`config.mk`:
```
export PLATFORM = sky130hd
export DESIGN_NAME = lfu_cache_lru_tiebreak_top
export DESIGN_NICKNAME = d
export VERILOG_FILES = /design/src/rtl/lfu_pkg.sv /design/src/rtl/lfu_ram.sv /design/src/rtl/lfu_cache_lru_tiebreak_top.sv
export SDC_FILE = /design/constraint.sdc
export NUM_CORES = 1
export LEC_CHECK = 0
export ABC_CLOCK_PERIOD_IN_PS = 8200
export BUFFER_PORTS_ARGS = -buffer_cell sky130_fd_sc_hd__buf_2
export CORE_MARGIN = 3
export CORE_UTILIZATION = 40
export DETAILED_ROUTE_END_ITERATION = 8
export PLACE_DENSITY_LB_ADDON = 0.3
export SYNTH_ARGS = -nofsm -noshare
export SYNTH_HDL_FRONTEND = slang
export SYNTH_SLANG_ARGS = --single-unit
```
`constraint.sdc`:
```
create_clock -name clk -period 8.2 [get_ports clk]
set_input_delay 2.46 -clock clk [delete_from_list [all_inputs] [get_ports clk]]
set_output_delay 2.46 -clock clk [all_outputs]
set_load 0.01 [all_outputs]
```
`src/rtl/lfu_pkg.sv`:
```
// ----------------------------------------------------------------------------
// lfu_pkg: shared constants and types for the LFU key-value store
// Holds the fixed port field widths, the capacity register reset value and
// the sequencer state encoding.
// ----------------------------------------------------------------------------
`default_nettype none

package lfu_pkg;

    localparam int VALUE_W     = 32;
    localparam int KEY_PORT_W  = 16;
    localparam int CAP_REG_W   = 5;
    localparam int IN_TDATA_W  = 48;
    localparam int OUT_TDATA_W = 56;

    localparam logic [CAP_REG_W-1:0] CAP_RESET = 5'd16;

    typedef enum logic [6:0] {
        ST_IDLE      = 7'b0000001,
        ST_SCAN      = 7'b0000010,
        ST_DRAIN     = 7'b0000100,
        ST_DECIDE    = 7'b0001000,
        ST_UPDATE    = 7'b0010000,
        ST_UPD_DRAIN = 7'b0100000,
        ST_FINISH    = 7'b1000000
    } state_t;

endpackage

`default_nettype wire

```
`src/rtl/lfu_ram.sv`:
```
// ----------------------------------------------------------------------------
// lfu_ram: generic simple dual-port RAM
// One write port and one read port, read data registered.
// ----------------------------------------------------------------------------
`default_nettype none

module lfu_ram #(
    parameter int WIDTH = 8,
    parameter int DEPTH = 16
) (
    input  wire logic                                    clk,
    input  wire logic                                    we,
    input  wire logic [(DEPTH > 1 ? $clog2(DEPTH) : 1)-1:0] waddr,
    input  wire logic [WIDTH-1:0]                        wdata,
    input  wire logic                                    re,
    input  wire logic [(DEPTH > 1 ? $clog2(DEPTH) : 1)-1:0] raddr,
    output logic      [WIDTH-1:0]                        rdata
);

    logic [WIDTH-1:0] mem [DEPTH];

    always_ff @(posedge clk)
    begin
        if (we)
        begin
            mem[waddr] <= wdata;
        end
        if (re)
        begin
            rdata <= mem[raddr];
        end
    end

endmodule

`default_nettype wire

```
`src/rtl/lfu_cache_lru_tiebreak_top.sv`:
```
// ----------------------------------------------------------------------------
// lfu_cache_lru_tiebreak_top: LFU key-value store with LRU tie-break
// Fully associative store; entries live in one RAM and are scanned and then
// rewritten by a small sequencer.
// ----------------------------------------------------------------------------
//  Channel   Dir  Handshake                     Contents
//  s_axis    in   s_axis_tvalid/s_axis_tready   tuser: func; tdata: key, write_value
//  m_axis    out  m_axis_tvalid/m_axis_tready   tdata: hit, read_value, evicted,
//                                               evicted_key
//  cfg       in   cfg_we                        capacity
//
// A hit or a put of a new key runs two passes over the RAM: a lookup pass reads
// every RAM entry once, then a write-back pass rewrites the valid entries. A get
// miss skips the write-back pass. With capacity zero the sequencer goes from idle
// straight to the finish state and skips both passes. After each load the sequencer
// returns to idle, and a beat is taken only there. Valid bits are flip-flops, so no
// clearing pass follows reset. A stalled result waits in the output register while
// the next beat is already taken and processed.
`default_nettype none

module lfu_cache_lru_tiebreak_top #(
    parameter int CAP      = 16,
    parameter int FREQ_MAX = 255,
    parameter int KEY_BITS = 16
) (
    input  wire logic                              clk,
    input  wire logic                              rst_n,
    input  wire logic                              s_axis_tvalid,
    output logic                                   s_axis_tready,
    // [15:0] key, [47:16] write_value
    input  wire logic [lfu_pkg::IN_TDATA_W-1:0]    s_axis_tdata,
    // [0] func
    input  wire logic                              s_axis_tuser,
    output logic                                   m_axis_tvalid,
    input  wire logic                              m_axis_tready,
    // [0] hit, [32:1] read_value, [33] evicted, [49:34] evicted_key, rest zero
    output logic      [lfu_pkg::OUT_TDATA_W-1:0]   m_axis_tdata,
    input  wire logic                              cfg_we,
    input  wire logic [lfu_pkg::CAP_REG_W-1:0]     cfg_wdata
);

    import lfu_pkg::*;

    localparam int IDX_W  = (CAP > 1) ? $clog2(CAP) : 1;
    localparam int RANK_W = IDX_W;
    localparam int OCC_W  = $clog2(CAP + 1);
    localparam int CNT_W  = $clog2(FREQ_MAX + 1);
    localparam int KEY_W  = (KEY_BITS < KEY_PORT_W) ? KEY_BITS : KEY_PORT_W;

    localparam logic [CNT_W-1:0] FREQ_TOP = CNT_W'(FREQ_MAX);
    localparam logic [IDX_W-1:0] IDX_LAST = IDX_W'(CAP - 1);

    typedef struct packed {
        logic [KEY_W-1:0]   key;
        logic [VALUE_W-1:0] value;
        logic [CNT_W-1:0]   cnt;
        logic [RANK_W-1:0]  rank;
    } entry_t;

    localparam int ENT_W = $bits(entry_t);

    state_t state_reg, state_next;
    logic [IDX_W-1:0] idx_reg, idx_next;

    logic [CAP_REG_W-1:0] cap_reg;
    logic [OCC_W-1:0]     cap_eff;
    logic [OCC_W-1:0]     occ_reg;
    logic [CAP-1:0]       valid_reg, valid_next;

    logic             pend_reg;
    logic [IDX_W-1:0] pend_idx_reg;

    // Operation being worked on
    logic               op_put_reg;
    logic [KEY_W-1:0]   op_key_reg;
    logic [VALUE_W-1:0] op_value_reg;

    // Lookup pass results
    logic               hit_found_reg;
    logic [IDX_W-1:0]   hit_idx_reg;
    logic [VALUE_W-1:0] hit_value_reg;
    logic [RANK_W-1:0]  hit_rank_reg;
    logic               vic_found_reg;
    logic [IDX_W-1:0]   vic_idx_reg;
    logic [KEY_W-1:0]   vic_key_reg;
    logic [CNT_W-1:0]   vic_cnt_reg;
    logic [RANK_W-1:0]  vic_rank_reg;
    logic               free_found_reg;
    logic [IDX_W-1:0]   free_idx_reg;

    // Decision for the write-back pass
    logic             ins_reg;
    logic             evict_reg;
    logic [IDX_W-1:0] slot_reg;

    // Result waiting for the output register
    logic                  res_hit_reg;
    logic [VALUE_W-1:0]    res_value_reg;
    logic                  res_evicted_reg;
    logic [KEY_PORT_W-1:0] res_evkey_reg;

    logic                   m_valid_reg;
    logic [OUT_TDATA_W-1:0] m_data_reg;

    logic       in_beat;
    logic       scan_phase;
    logic       upd_phase;
    logic       out_load;
    logic       ram_re;
    logic       ram_we;
    logic [ENT_W-1:0] ram_rdata;
    entry_t     rd_ent;
    entry_t     wr_ent;
    logic       scan_better;
    logic       dec_evict;
    logic       dec_ins;
    logic [IDX_W-1:0] dec_slot;
    logic       dec_slot_ok;

    assign s_axis_tready = (state_reg == ST_IDLE);
    assign in_beat       = s_axis_tvalid && s_axis_tready;
    assign scan_phase    = (state_reg == ST_SCAN) || (state_reg == ST_DRAIN);
    assign upd_phase     = (state_reg == ST_UPDATE) || (state_reg == ST_UPD_DRAIN);
    assign out_load      = (state_reg == ST_FINISH) && (!m_valid_reg || m_axis_tready);
    assign ram_re        = (state_reg == ST_SCAN) || (state_reg == ST_UPDATE);
    assign rd_ent        = entry_t'(ram_rdata);

    assign m_axis_tvalid = m_valid_reg;
    assign m_axis_tdata  = m_data_reg;

    always_comb
    begin
        if (32'(cap_reg) > CAP)
        begin
            cap_eff = OCC_W'(CAP);
        end
        else
        begin
            cap_eff = OCC_W'(cap_reg);
        end
    end

    // Victim order: lowest use count first, then the least recent entry.
    assign scan_better = !vic_found_reg || (rd_ent.cnt < vic_cnt_reg) ||
                         ((rd_ent.cnt == vic_cnt_reg) && (rd_ent.rank > vic_rank_reg));

    always_comb
    begin
        dec_evict = op_put_reg && !hit_found_reg && (occ_reg >= cap_eff) && vic_found_reg;
        if (dec_evict)
        begin
            dec_slot_ok = 1'b1;
            if (free_found_reg && (free_idx_reg < vic_idx_reg))
            begin
                dec_slot = free_idx_reg;
            end
            else
            begin
                dec_slot = vic_idx_reg;
            end
        end
        else
        begin
            dec_slot_ok = free_found_reg;
            dec_slot    = free_idx_reg;
        end
        dec_ins = op_put_reg && !hit_found_reg && dec_slot_ok;
    end

    always_comb
    begin
        valid_next = valid_reg;
        if ((state_reg == ST_DECIDE) && !hit_found_reg)
        begin
            if (dec_evict)
            begin
                valid_next[vic_idx_reg] = 1'b0;
            end
            if (dec_ins)
            begin
                valid_next[dec_slot] = 1'b1;
            end
        end
    end

    // Write-back data for the entry whose read data is arriving.
    always_comb
    begin
        wr_ent = rd_ent;
        if (ins_reg)
        begin
            if (pend_idx_reg == slot_reg)
            begin
                wr_ent.key   = op_key_reg;
                wr_ent.value = op_value_reg;
                wr_ent.cnt   = CNT_W'(1);
                wr_ent.rank  = '0;
            end
            else
            begin
                // Close the gap left by the victim, then age behind the new entry.
                if (evict_reg && (rd_ent.rank > vic_rank_reg))
                begin
                    wr_ent.rank = rd_ent.rank;
                end
                else
                begin
                    wr_ent.rank = rd_ent.rank + RANK_W'(1);
                end
            end
        end
        else
        begin
            if (pend_idx_reg == hit_idx_reg)
            begin
                wr_ent.value = op_put_reg ? op_value_reg : rd_ent.value;
                if (rd_ent.cnt < FREQ_TOP)
                begin
                    wr_ent.cnt = rd_ent.cnt + CNT_W'(1);
                end
                wr_ent.rank = '0;
            end
            else if (rd_ent.rank < hit_rank_reg)
            begin
                wr_ent.rank = rd_ent.rank + RANK_W'(1);
            end
        end
    end

    assign ram_we = pend_reg && upd_phase && valid_reg[pend_idx_reg];

    lfu_ram #(
        .WIDTH (ENT_W),
        .DEPTH (CAP)
    ) u_ram (
        .clk   (clk),
        .we    (ram_we),
        .waddr (pend_idx_reg),
        .wdata (wr_ent),
        .re    (ram_re),
        .raddr (idx_reg),
        .rdata (ram_rdata)
    );

    always_comb
    begin
        state_next = state_reg;
        idx_next   = idx_reg;
        unique case (state_reg)
            ST_IDLE:
            begin
                idx_next = '0;
                if (in_beat)
                begin
                    state_next = (cap_eff == '0) ? ST_FINISH : ST_SCAN;
                end
            end
            ST_SCAN:
            begin
                idx_next = idx_reg + IDX_W'(1);
                if (idx_reg == IDX_LAST)
                begin
                    state_next = ST_DRAIN;
                end
            end
            ST_DRAIN:
            begin
                state_next = ST_DECIDE;
            end
            ST_DECIDE:
            begin
                idx_next = '0;
                if (hit_found_reg || dec_ins)
                begin
                    state_next = ST_UPDATE;
                end
                else
                begin
                    state_next = ST_FINISH;
                end
            end
            ST_UPDATE:
            begin
                idx_next = idx_reg + IDX_W'(1);
                if (idx_reg == IDX_LAST)
                begin
                    state_next = ST_UPD_DRAIN;
                end
            end
            ST_UPD_DRAIN:
            begin
                state_next = ST_FINISH;
            end
            ST_FINISH:
            begin
                if (out_load)
                begin
                    state_next = ST_IDLE;
                end
            end
            default:
            begin
                state_next = ST_IDLE;
            end
        endcase
    end

    // Control state
    always_ff @(posedge clk or negedge rst_n)
    begin
        if (!rst_n)
        begin
            state_reg   <= ST_IDLE;
            idx_reg     <= '0;
            pend_reg    <= 1'b0;
            cap_reg     <= CAP_RESET;
            occ_reg     <= '0;
            valid_reg   <= '0;
            m_valid_reg <= 1'b0;
        end
        else
        begin
            state_reg <= state_next;
            idx_reg   <= idx_next;
            pend_reg  <= ram_re;
            valid_reg <= valid_next;
            if (cfg_we)
            begin
                cap_reg <= cfg_wdata;
            end
            if ((state_reg == ST_DECIDE) && !hit_found_reg)
            begin
                occ_reg <= occ_reg - OCC_W'(dec_evict) + OCC_W'(dec_ins);
            end
            if (out_load)
            begin
                m_valid_reg <= 1'b1;
            end
            else if (m_axis_tready)
            begin
                m_valid_reg <= 1'b0;
            end
        end
    end

    // Payload and per-operation bookkeeping
    always_ff @(posedge clk)
    begin
        pend_idx_reg <= idx_reg;
        if (in_beat)
        begin
            op_put_reg      <= s_axis_tuser;
            op_key_reg      <= s_axis_tdata[KEY_W-1:0];
            op_value_reg    <= s_axis_tdata[KEY_PORT_W +: VALUE_W];
            hit_found_reg   <= 1'b0;
            vic_found_reg   <= 1'b0;
            free_found_reg  <= 1'b0;
            res_hit_reg     <= 1'b0;
            res_value_reg   <= '0;
            res_evicted_reg <= 1'b0;
            res_evkey_reg   <= '0;
        end
        if (pend_reg && scan_phase)
        begin
            if (valid_reg[pend_idx_reg])
            begin
                if (!hit_found_reg && (rd_ent.key == op_key_reg))
                begin
                    hit_found_reg <= 1'b1;
                    hit_idx_reg   <= pend_idx_reg;
                    hit_value_reg <= rd_ent.value;
                    hit_rank_reg  <= rd_ent.rank;
                end
                if (scan_better)
                begin
                    vic_found_reg <= 1'b1;
                    vic_idx_reg   <= pend_idx_reg;
                    vic_key_reg   <= rd_ent.key;
                    vic_cnt_reg   <= rd_ent.cnt;
                    vic_rank_reg  <= rd_ent.rank;
                end
            end
            else if (!free_found_reg)
            begin
                free_found_reg <= 1'b1;
                free_idx_reg   <= pend_idx_reg;
            end
        end
        if (state_reg == ST_DECIDE)
        begin
            ins_reg         <= dec_ins;
            evict_reg       <= dec_evict;
            slot_reg        <= dec_slot;
            res_hit_reg     <= hit_found_reg;
            res_value_reg   <= (hit_found_reg && !op_put_reg) ? hit_value_reg : '0;
            res_evicted_reg <= dec_evict;
            res_evkey_reg   <= dec_evict ? KEY_PORT_W'(vic_key_reg) : '0;
        end
        if (out_load)
        begin
            m_data_reg <= {6'b0, res_evkey_reg, res_evicted_reg, res_value_reg, res_hit_reg};
        end
    end

endmodule

`default_nettype wire

```
==> impl_metrics.yaml <==
status:
  outcome: "complete, no violations"
critical_path:
  slowest_stage_cell_cp: "sky130_fd_sc_hd__dfrtp_1"
  crit_path_end_kind: "output pin"
  reg2reg_setup_slack_ps: 4130
  timing.critical_path.slowest_cell_delay_ps: 460
  logic_depth_of_the_worst_register_to_register_path: 18
  sort_of_element_at_the_start_of_the_critical_path: "flop"
  timing.critical_path.fanout_max: 8
  criticalPathCategory: "reg2out"
  crit_path_cell_trace: "or3_1, nor3_2, nand3b_1, inv_1, buf_2"
  cp_data_required_time_ps: 5740
  crit_arrival_ps: 2340
global_routing:
  globalRouteMet1Util_pct: 25.4
  global_route.usage.total_pct: 18.2
  global_route.overflow_total: 0
  grt_max_degree: 103
  grt_pass1_vias: 26000
  busiest_layer: "met2"
  grt_antenna_before_repair: 0
  gr-usage-met2_pct: 29.7
  grt_pass1_wl_mm: 175
  grt_util_met3_pct: 3.03
floorplanning:
  initial_core_util_pct: 40.3
  rows: 129
  die_y_um: 360
  ios: 117
  die_x_um: 360
  core-area_um2: 124000
  floorplan.die_area_um2: 129000
placed_design:
  buffer_ports.inserted: 110
  dp_hpwl_mm: 61.3
  place_worst_setup_slack_ps: 4080
  dpl-instance-area_um2: 52700
  place_inst: 4322
  routabilityCongestion: 0.798
sta:
  finalClockSkew_ps: 29.7
  rel_slew_slack_pct: 17.0
  slew_viol_final: 0
  max_slew.worst_pin.slew_ps: 1240
  finalCritPeriodShare_pct: 58.5
  final_period_minus_worst_setup_slack_ps: 4800
  final.setup.worst_slack_ps: 3400
  setup_viol: 0
  unrepaired_setup_endpoints_after_global_routing: "no"
  max_clock_freq_ghz: 0.208
  finalHoldViolCount: 0
  finalSetupTns_ps: 0
logic_synthesis:
  synthAdderAreaFrac_pct: 0.816
  synthesis.yosys.warnings: 0
  dominant_combinational_cell_family_by_area_after_synthesis: "multiplexers"
  synth_xor_xnor_area_share_pct: 0.561
  synth.yosys.seq_area_share_pct: 77.4
  synth.avg_cell_area_um2: 19.0
  synth-compound-area-share_pct: 5.17
  synth.lib_cells_used.distinct: 70
  synth-edff-count: 1251
  post_synth_mux_area_share_pct: 11.8
  postSynth.asyncResetShare_pct: 3.01
  synth-seq-cells: 1297
  syn-cell-area_um2: 50000
  yosys_most_used_dff: "sky130_fd_sc_hd__edfxtp_1"
  synth_cells: 2635
  yosys.area_share.simple_pct: 2.84
min_path:
  hold_depth: 0
  hold_path.class: "reg2reg"
finish:
  finish.net_count: 2916
  seqCellArea_um2: 38700
  largest_register_ff_count: 960
  top_register: "u_ram.mem"
  final_cells: 4568
  final_area_um2: 57200
  antenna_diode_count: 0
  syn2layout_area_growth_pct: 14.4
  drive_gt1_share_pct: 22.1
  finish.utilization_pct: 46.1
  fillCellCount: 10400
  multi_input_comb_area_um2: 10800
routing:
  route.antenna.remaining_nets: 0
  detail_route.vias_per_cell: 5.59
  detail_route.wirelength_mm: 119
  detail_route.drc_violations: 0
  route.vias.total: 25500
  number_of_design_rule_violations_left_by_the_first_detailed_router_iteration: 2414
  first_pass_iters: 5
  post_drt_wl_per_cell_um: 26.0
power:
  irDropWorstVdd_mv: 0.215
  total_leakage_power_uw: 0.0185
  power.density_cell_area_nw_per_um2: 280
clock_tree:
  cts.hold.buffers_added: 0
  postCtsSetupBuffers: 0
  clk_pin_slew_worst_paths_ps: 60
  tritoncts_clock_tree: "built"
  number_of_clock_buffers_inserted_by_tritoncts: 138
  clock_tree.htree_level_count: 4
  cts_repair_resize_count: 0
  tritoncts_num_sinks: 1297
  cts.root.buffer_cell: "sky130_fd_sc_hd__clkbuf_16"
  clk-insertion-delay-late_ps: 740
  cts_buffer_depth: 3
flow_run:
  drv_cap: 0
-- critical path, delay by kind of cell, from the launching register on --
| family | cells | cell delay (ps) |
|---|---|---|
| buf+inv | 2 | 310 |
| flops | 1 | 460 |
| simple gates | 3 | 850 |
-- path summary, 6_finish.rpt --
path                                                 start                          to
setup / recovery                  state_reg[6]$_DFFE_PN0P_               s_axis_tready
hold / removal             res_value_reg[14]$_SDFFCE_PN0P_  m_axis_tdata[15]$_DFFE_PP_
setup reg to reg                    cap_reg[4]$_DFFE_PN1P_      occ_reg[4]$_DFFE_PN0P_
hold reg to reg            res_value_reg[14]$_SDFFCE_PN0P_  m_axis_tdata[15]$_DFFE_PP_
max in group asynchronous                            rst_n      idx_reg[0]$_DFFE_PN0P_
min in group asynchronous                            rst_n    state_reg[4]$_DFFE_PN0P_
-- per-stage QoR --
step | hold WS (ps) | total power [uW]
after floorplan | 369 | 9460
after global placement | 402 | 10000
after detailed placement | 405 | 10100
after CTS | 411 | 16200
after global routing | 414 | 16600
final | 413 | 16000
-- per-layer routing --
metal  share of wire, %  vias up
met5                  0        -
met4                2.2        0
met3                6.2      177
met2                 49      915
met1                 43    13400
li1                   -    11000
-- cells by family (layout without fill, tap and decap cells) --
group	after synthesis	count (layout)
and+or+nand+nor	274	274
buffers and inverters	167	458
DFF	1297	1297
xor gates and xnor gates	32	32
AOI/OAI and AO/OA	411	411
muxes	421	421
adders and majority gates	32	32
other	1	6
-- layout by cell type, fill, tap and decap left out, types with 27 or more instances in the layout --
| master | synthesis | routed |
|---|---|---|
| sky130_fd_sc_hd__a21oi_1 | 76 | 76 |
| sky130_fd_sc_hd__a221oi_1 | 61 | 61 |
| sky130_fd_sc_hd__a22oi_1 | 60 | 60 |
| sky130_fd_sc_hd__and2_1 | 35 | 34 |
| sky130_fd_sc_hd__buf_2 | 25 | 110 |
| sky130_fd_sc_hd__buf_4 | 6 | 55 |
| sky130_fd_sc_hd__clkbuf_1 | 76 | 27 |
| sky130_fd_sc_hd__clkbuf_16 | 0 | 143 |
| sky130_fd_sc_hd__dfrtp_1 | 37 | 33 |
| sky130_fd_sc_hd__edfxtp_1 | 1251 | 1251 |
| sky130_fd_sc_hd__ha_1 | 31 | 31 |
| sky130_fd_sc_hd__inv_1 | 41 | 39 |
| sky130_fd_sc_hd__mux2_2 | 112 | 112 |
| sky130_fd_sc_hd__mux2i_1 | 184 | 184 |
| sky130_fd_sc_hd__mux4_2 | 124 | 124 |
| sky130_fd_sc_hd__nand2_1 | 99 | 97 |
| sky130_fd_sc_hd__o21ai_0 | 160 | 160 |
-- cell usage after synthesis (5+ instances only) --
master                     count  share of area, %
sky130_fd_sc_hd__a21o_1        8              0.12
sky130_fd_sc_hd__a21oi_1      76              0.76
sky130_fd_sc_hd__a221oi_1     61               1.1
sky130_fd_sc_hd__a22oi_1      60              0.90
sky130_fd_sc_hd__and2_1       35              0.44
sky130_fd_sc_hd__and3_1       19              0.24
sky130_fd_sc_hd__buf_1        14              0.11
sky130_fd_sc_hd__buf_2        25              0.25
sky130_fd_sc_hd__buf_4         6             0.090
sky130_fd_sc_hd__clkbuf_1     76              0.57
sky130_fd_sc_hd__dfrtp_1      37               1.9
sky130_fd_sc_hd__dfxtp_1       7              0.28
sky130_fd_sc_hd__edfxtp_1   1251                75
sky130_fd_sc_hd__ha_1         31              0.78
sky130_fd_sc_hd__inv_1        41              0.31
sky130_fd_sc_hd__mux2_2      112               2.5
sky130_fd_sc_hd__mux2i_1     184               3.7
sky130_fd_sc_hd__mux4_2      124               5.6
sky130_fd_sc_hd__nand2_1      99              0.74
sky130_fd_sc_hd__nand2b_1      9              0.11
sky130_fd_sc_hd__nand3_1       9             0.090
sky130_fd_sc_hd__nand3b_1      5             0.075
sky130_fd_sc_hd__nand4_1      11              0.14
sky130_fd_sc_hd__nor2_1       32              0.24
sky130_fd_sc_hd__nor2b_1       7             0.088
sky130_fd_sc_hd__nor3_1       20              0.20
sky130_fd_sc_hd__nor4_1        5             0.063
sky130_fd_sc_hd__o21ai_0     160               1.6
sky130_fd_sc_hd__o31ai_1      15              0.23
sky130_fd_sc_hd__o41ai_1       6              0.11
sky130_fd_sc_hd__xnor2_1      10              0.18
sky130_fd_sc_hd__xor2_1       22              0.39
-- where the power goes --
group	internal (uW)	switching, uW
Combinational	732	1140
Clock	3600	2490
Sequential	7860	214
Total	12200	3840
-- cell type report --
cell class / count / area share (%)
Multi-Input combinational cell: 1176 / 18.9
Sequential cell: 1297 / 67.7
Inverter: 43 / 0.284
Clock inverter: 73 / 1.24
Clock buffer: 173 / 6.51
Tap cell: 1637 / 3.58
Timing Repair Buffer: 169 / 1.83
No activity file was read; power rests on OpenSTA's default activity.
